==> config.mk <==
export PLATFORM = sky130hd
export DESIGN_NAME = gbps_ctrl
export DESIGN_NICKNAME = d
export VERILOG_FILES = /design/src/rtl/gbps_pkg.sv /design/src/rtl/gbps_ctrl.sv
export SDC_FILE = /design/constraint.sdc
export NUM_CORES = 1
export LEC_CHECK = 0
export ABC_AREA = 1
export BUFFER_PORTS_ARGS = -buffer_cell sky130_fd_sc_hd__buf_2
export CAP_MARGIN = 20
export CORE_MARGIN = 3
export CORE_UTILIZATION = 25
export CTS_CLUSTER_SIZE = 12
export DETAILED_ROUTE_END_ITERATION = 16
export HOLD_SLACK_MARGIN = 0.15
export PLACE_DENSITY_LB_ADDON = 0.25
export SLEW_MARGIN = 40
export SYNTH_ARGS = -nofsm -noshare
export SYNTH_HDL_FRONTEND = slang
export SYNTH_SLANG_ARGS = --single-unit
==> constraint.sdc <==
create_clock -name clk -period 1.1 [get_ports clk]
set_input_delay 0.055 -clock clk [delete_from_list [all_inputs] [get_ports clk]]
set_output_delay 0.055 -clock clk [all_outputs]
set_load 0.02 [all_outputs]
==> src/rtl/gbps_pkg.sv <==
package gbps_pkg;

  // Array size along one side of the grid
  localparam int MAX_SIDE_DEF = 64;

  // Field widths
  localparam int COORD_W  = 6;
  localparam int SIDE_W   = 7;
  localparam int LEN_W    = 12;
  localparam logic [LEN_W-1:0] LEN_MAX = '1;

  // Stream payload layout
  localparam int S_TDATA_W = 16;
  localparam int M_TDATA_W = 32;
  localparam int M_USED_W  = 1 + 2 * LEN_W;

  // Configuration port
  localparam int CFG_IDX_W  = 3;
  localparam int CFG_DATA_W = SIDE_W;
  localparam logic [CFG_IDX_W-1:0] CFG_GRID_SIDE = 3'd0;
  localparam logic [CFG_IDX_W-1:0] CFG_START_X   = 3'd1;
  localparam logic [CFG_IDX_W-1:0] CFG_START_Y   = 3'd2;
  localparam logic [CFG_IDX_W-1:0] CFG_END_X     = 3'd3;
  localparam logic [CFG_IDX_W-1:0] CFG_END_Y     = 3'd4;

  localparam logic [SIDE_W-1:0]  GRID_SIDE_RST = 7'd64;
  localparam logic [COORD_W-1:0] START_RST     = 6'd0;
  localparam logic [COORD_W-1:0] END_RST       = 6'd63;

  // Item kinds carried on tuser
  localparam logic ACT_WRITE  = 1'b0;
  localparam logic ACT_SEARCH = 1'b1;

  localparam int DIR_W = 2;
  typedef enum logic [DIR_W-1:0] {
    DIR_WEST  = 2'd0,
    DIR_EAST  = 2'd1,
    DIR_NORTH = 2'd2,
    DIR_SOUTH = 2'd3
  } dir_t;

  typedef enum logic [3:0] {
    ST_RST_CLEAR,
    ST_IDLE,
    ST_VIS_CLEAR,
    ST_INIT,
    ST_POP,
    ST_LOAD,
    ST_PROBE,
    ST_DRAIN,
    ST_DONE
  } state_t;

  typedef struct packed {
    logic start;
    logic wall_wr;
    logic sweep;
    logic sweep_walls;
    logic init;
    logic pop;
    logic load;
    logic probe;
    dir_t dir;
    logic eval_en;
    logic out_load;
  } dp_cmd_t;

  typedef struct packed {
    logic sweep_last;
    logic off_grid;
    logic same_cell;
    logic found;
    logic more;
  } dp_status_t;

endpackage

==> src/rtl/gbps_ctrl.sv <==
module gbps_ctrl (
  input  logic                 clk,
  input  logic                 rst,
  input  logic                 s_tvalid,
  input  logic                 s_action,
  output logic                 s_tready,
  input  logic                 m_tready,
  output logic                 m_tvalid,
  input  gbps_pkg::dp_status_t status,
  output gbps_pkg::dp_cmd_t    cmd
);
  import gbps_pkg::*;

  state_t state, state_next;
  dir_t   dir, dir_next;
  logic   m_tvalid_next;

  always_ff @(posedge clk) begin
    if (rst) begin
      state    <= ST_RST_CLEAR;
      dir      <= DIR_WEST;
      m_tvalid <= 1'b0;
    end else begin
      state    <= state_next;
      dir      <= dir_next;
      m_tvalid <= m_tvalid_next;
    end
  end

  always_comb begin
    state_next = state;
    dir_next   = dir;
    cmd        = '0;
    cmd.dir    = dir;
    s_tready   = 1'b0;
    case (state)
      ST_RST_CLEAR: begin
        cmd.sweep       = 1'b1;
        cmd.sweep_walls = 1'b1;
        if (status.sweep_last) begin
          state_next = ST_IDLE;
        end
      end
      ST_IDLE: begin
        s_tready = 1'b1;
        if (s_tvalid) begin
          if (s_action == ACT_SEARCH) begin
            cmd.start  = 1'b1;
            state_next = (status.off_grid || status.same_cell) ? ST_DONE : ST_VIS_CLEAR;
          end else begin
            cmd.wall_wr = 1'b1;
          end
        end
      end
      ST_VIS_CLEAR: begin
        cmd.sweep = 1'b1;
        if (status.sweep_last) begin
          state_next = ST_INIT;
        end
      end
      ST_INIT: begin
        cmd.init   = 1'b1;
        state_next = ST_POP;
      end
      ST_POP: begin
        cmd.pop    = 1'b1;
        state_next = ST_LOAD;
      end
      ST_LOAD: begin
        cmd.load   = 1'b1;
        dir_next   = DIR_WEST;
        state_next = ST_PROBE;
      end
      ST_PROBE: begin
        cmd.probe   = 1'b1;
        cmd.eval_en = 1'b1;
        dir_next    = dir_t'(DIR_W'(dir) + DIR_W'(1));
        if (status.found) begin
          state_next = ST_DONE;
        end else if (dir == DIR_SOUTH) begin
          state_next = ST_DRAIN;
        end
      end
      ST_DRAIN: begin
        cmd.eval_en = 1'b1;
        if (status.found || !status.more) begin
          state_next = ST_DONE;
        end else begin
          state_next = ST_POP;
        end
      end
      ST_DONE: begin
        if (!m_tvalid || m_tready) begin
          cmd.out_load = 1'b1;
          state_next   = ST_IDLE;
        end
      end
      default: begin
        state_next = ST_IDLE;
      end
    endcase

    if (cmd.out_load) begin
      m_tvalid_next = 1'b1;
    end else if (m_tready) begin
      m_tvalid_next = 1'b0;
    end else begin
      m_tvalid_next = m_tvalid;
    end
  end

endmodule

; Word-level counts from Yosys, hierarchy flattened
; Cells that the tools add are included.
[word_totals]
word_cells = 57
inputBits = 10
output_inout_bits = 14
register_bits = 7
[op_classes]
mux = 27
add_sub_neg = 1
eq_ne = 15
reduce_logical = 11
[op_table]
columns = op, n
row1 = 2-to-1 mux 4 bit, 9
row2 = one-hot mux 4 bit (9 select lines), 1
row3 = "equality test 4 x 3 -> 1 bit, second input constant", 4
row4 = 2-to-1 mux 1 bit, 14
row5 = "inequality test 2 bit, second input constant", 5
row6 = "equality test 4 x 2 -> 1 bit, second input constant", 2
row7 = AND reduction 6 bit, 1
row8 = "equality test 4 x 1 -> 1 bit, second input constant", 1
row9 = "equality test 4 bit, second input constant", 1
row10 = zero test 4 bit, 1
row11 = 2-to-1 mux 2 bit, 2
row12 = one-hot mux 2 bit (2 select lines), 1
row13 = nonzero test 2 bit, 2
row14 = OR reduction 2 bit, 2
row15 = logical OR 1 bit, 3
row16 = "inequality test 3 bit, second input constant", 1
row17 = "adder 2 x 1 -> 2 bit, second input constant", 1
row18 = "equality test 2 bit, second input constant", 1
row19 = zero test 1 bit, 2

; Longest topological paths before layout
[depth]
ltp_word = 5
mapped_depth = 8
depth_no_buf = 8

; Least setup slack after synthesis
; No wires, ideal clock.
[synth_path]
kind = reg2reg
start = reg state[3]
end = reg state[0]
arrival_ns = 1.345
path_slack_ns = -0.358
t_required_ns = 0.987
path_stages_with_launch = 7
setup_ns = 0.113
path_buffers = 0
period_less_slack_ns = 1.458
path_cell_list = dfxtp_1 > nor2_4 > inv_1 > nor3_1 > nand2_1 > nand4_1 > nor2_1
[synth_via]
elab_chain_cells = 3
word_cells_on_any_way = 17
cone_classes = eq/ne (14) / mux (1) / reduce/logical (2)
[synth_lines]
columns = element, line_no
row1 = from (decl), gbps_ctrl.sv:14  ; state_t state, state_next;
row2 = from (signal assigned), gbps_ctrl.sv:24  ; state <= state_next;
row3 = "equality test 4 x 3 -> 1 bit, or another cell as far along", gbps_ctrl.sv:36  ; case (state)
row4 = inequality test 3 bit (no source line) or inequality test 2 bit (tied branches), n/a
row5 = AND reduction 6 bit (no source line), n/a
; Parallel ways exist; a longest one is shown, timed or not.
; A chain may end at the register's enable or synchronous reset.

==> metrics.md <==
| Metric | Value |
|---|---|
| Cells after Synth | a little under 100 |
| Final instance area | about 0.0011 mm2 |
| Max_cap viols | 0 |
| Status | finished with violations |
| Crit Path Class | reg -> out |
| Final Util | 0.552 |
| Drt via density | roughly 4.4 |
| Drt drc | 0 |
| Crit start category | flop |
| Maximum VDD drop | between 1000 and 1500 uV |
| Post-Synthesis Net Count | 110 |
| First-pass GRT wire length | between 3 and 4 mm |
| Yosys cell types | 18 |
| DR pass1 iterations | 3 |
| H-tree depth | 1 |
| Post-route ant nets | 0 |
| Vias in the first global route | 765 |
| R2R Path End | state[3]$_SDFFE_PP0P_ |
| Gpl congestion | between 0.7 and 0.8 |
| Core area | between 0.002 and 0.0025 mm2 |
| Fmax | 790 MHz |
| Max clock buf depth | 2 |
| N_diodes | 0 |
| CP most frequent cell | inv_1 |
| Minimum clock period | between 1000 and 1500 ps |
| Commonest cells after routing, fill and taps aside | buf_4, buf_6, nor2_1, nand2_1, buf_2 |
| Violated checks | setup timing |
| Mean post-synth cell area | roughly 6 um2 |
| Via count | roughly 760 |
| Setup slack, reg-to-reg | -150 ps |
| Placed cells | about 160 |
| Fin cells | ~170 |
| R2R cell count | 7 |
| Number of port buffers | 23 |
| LEAKAGE | 0.611 nW |
| GR Util met3 | 0.0245 |
| GRT Residual Overflow | 0 |
| Most common cell after layout, fill and taps aside | buf_4 |
| Hold_sp | status[4] |
| HPWL Detailed | 1.34 mm |
| CP cell instances | inv_1 > nor2_4 > nand2_2 > inv_1 > buf_4 |
| Tot GR Track Use | 0.146 |
| Clk slew on worst S/H paths | ~50 ps |
| Die H | between 50 and 60 um |
| Met2 Use GR | 0.265 |
| Pin count of the biggest net entering global routing | 7 |
| Max-slew violation count | 0 |
| Drt first-iter violations | 7 |
| CP required | 1040 ps |
| Clock buffer count from CTS | 3 |
| Row count | 16 |
| Post-route setup slack | -165 ps |
| Crit. End Element | output pin |
| Area growth from synthesis to final layout | 96.2% |
| Post-Route WL | around 1.9 mm |
| Slowest Stage Delay on Critical Path | 360 ps |
| Drt wl/cell | 11.0 um |
| Worst r2r src | state[2]$_SDFFE_PP0P_ |
| CP Max Fanout | 5 |
| FILL cells | between 200 and 250 |
| Critical path's slowest cell | dfxtp_4 |
| Hold Path Class | in -> reg |
| Synth Cell Area | 586 um2 |
| CTS tree | done |
| Clock root buffer | clkbuf_4 |
| Hold Path Depth | 5 |
| Setup-failing EPs final | 16 |
| Layout cells sized above 1 | 0.600 |
| Actual slew at the worst max-slew pin | approximately 210 ps |
| Pwr dens | between 2000 and 2500 mW/mm2 |
| NumNets Final | ~160 |
| Clock latency on the worst-skew pair | about 240 ps |
| Initial antenna violation count | 0 |
| Final hold vios | 0 |
| Synth Register Bits | 7 |
| Placed Area | just over 800 um2 |
| Yosys warnings | 0 |
| Final Cycle Share | 1.15 |
| Initial Utilization | 0.281 |
| Met1 usage | 0.161 |
| # IOs | 24 |
| RSZ-0062 raised after global routing | yes |
| Seq/Total Area, Yosys | 0.239 |
| Clk_skew | 0.267 ps |
| Worst Path Arrival | 1210 ps |
| Die area | roughly 0.003 mm2 |
| Setup WS pre-CTS | -60.0 ps |
| Slew margin rel. | 0.856 |
| Grt peak-use layer | met2 |
| Hold_ws | 196 ps |
| Die width | roughly 54 um |
| Clock tree sinks | 7 |
| Hold Path Sink | state[0]$_SDFFE_PP0P_ |
-- layer usage --
metal | up-vias | wire, um
li1 | 402 | -
met1 | 344 | 749
met2 | 14 | 1040
met3 | 4 | 77
met4 | 0 | 25
met5 | - | 0
-- final cells by class --
type | instances | area, um2 | area share
multi-input cells | 73 | 505 | 0.440
inverters | 18 | 80.1 | 0.0697
repair buffers | 43 | 348 | 0.303
clock buffers | 4 | 26.3 | 0.0229
well taps | 27 | 33.8 | 0.0294
flip-flops and latches | 7 | 155 | 0.135
-- metrics by stage --
step / power [mW] / setup TNS (ps)
2_1_floorplan: 1.21 / -214
3_3_place_gp: 1.56 / -146
3_5_place_dp: 1.56 / -218
4_1_cts: 2.30 / -1630
5_1_grt: 2.66 / -2950
6_report: 2.48 / -1700
-- worst max-delay path: cells and delay by family (launching register included) --
family | cells | cell delay (ps)
DFF | 1 | 360
buffers and inverters | 3 | 270
and+or+nand+nor | 2 | 330
-- where the power goes --
| part | total (mW) | internal (mW) | switching, mW |
|---|---|---|---|
| logic | 1.83 | 0.848 | 0.980 |
| registers | 0.426 | 0.336 | 0.0899 |
| clock network | 0.228 | 0.138 | 0.0897 |
-- state kept, by name (all words and copies together) (netlist names) --
signal    flops
dir           2
m_tvalid      1
state         4
-- how the worst max path moves through the flow --
stage,start,end,slack [ps],cells past startpoint
finish,state[2]$_SDFFE_PP0P_,cmd[6],-170,5
global route,state[1]$_SDFFE_PP0P_,cmd[10],-250,7
CTS,state[3]$_SDFFE_PP0P_,cmd[0],-170,5
detailed placement,state[0]$_SDFFE_PP0P_,state[3]$_SDFFE_PP0P_,-60,5
global placement,state[2]$_SDFFE_PP0P_,state[1]$_SDFFE_PP0P_,-50,7
floorplan,state[3]$_SDFFE_PP0P_,state[0]$_SDFFE_PP0P_,-60,7
-- synth_stat cells --
| cell | n | share of area |
|---|---|---|
| nor2_1 | 21 | 0.13 |
| nor2_4 | 3 | 0.058 |
| nor3_1 | 3 | 0.026 |
| inv_2 | 2 | 0.013 |
| inv_1 | 16 | 0.10 |
| nor3_4 | 1 | 0.028 |
| o21ai_0 | 2 | 0.017 |
| ha_1 | 1 | 0.021 |
| nand3_1 | 9 | 0.077 |
| nand4_1 | 2 | 0.021 |
| nand2_2 | 1 | 0.011 |
| dfxtp_1 | 7 | 0.24 |
| buf_4 | 1 | 0.013 |
| nor2_2 | 2 | 0.021 |
| nand3_2 | 2 | 0.034 |
| o211a_1 | 1 | 0.017 |
| a21oi_1 | 3 | 0.026 |
| nand2_1 | 22 | 0.14 |
-- logic make-up after synthesis --
family          share of synthesized area
buf+inv                             0.128
fa+ha+maj                          0.0214
simple gates                        0.551
compound gates                     0.0598
flops                               0.239
-- repair_timing --
item	CTS	global route
setup endpoints to repair	17	18
hold buffers	1	0
gates resized for setup	47	17
pin swaps	9	5
hold endpoints to repair	5	0
setup buffers	9	3
(Power assumes the default switching activity.)
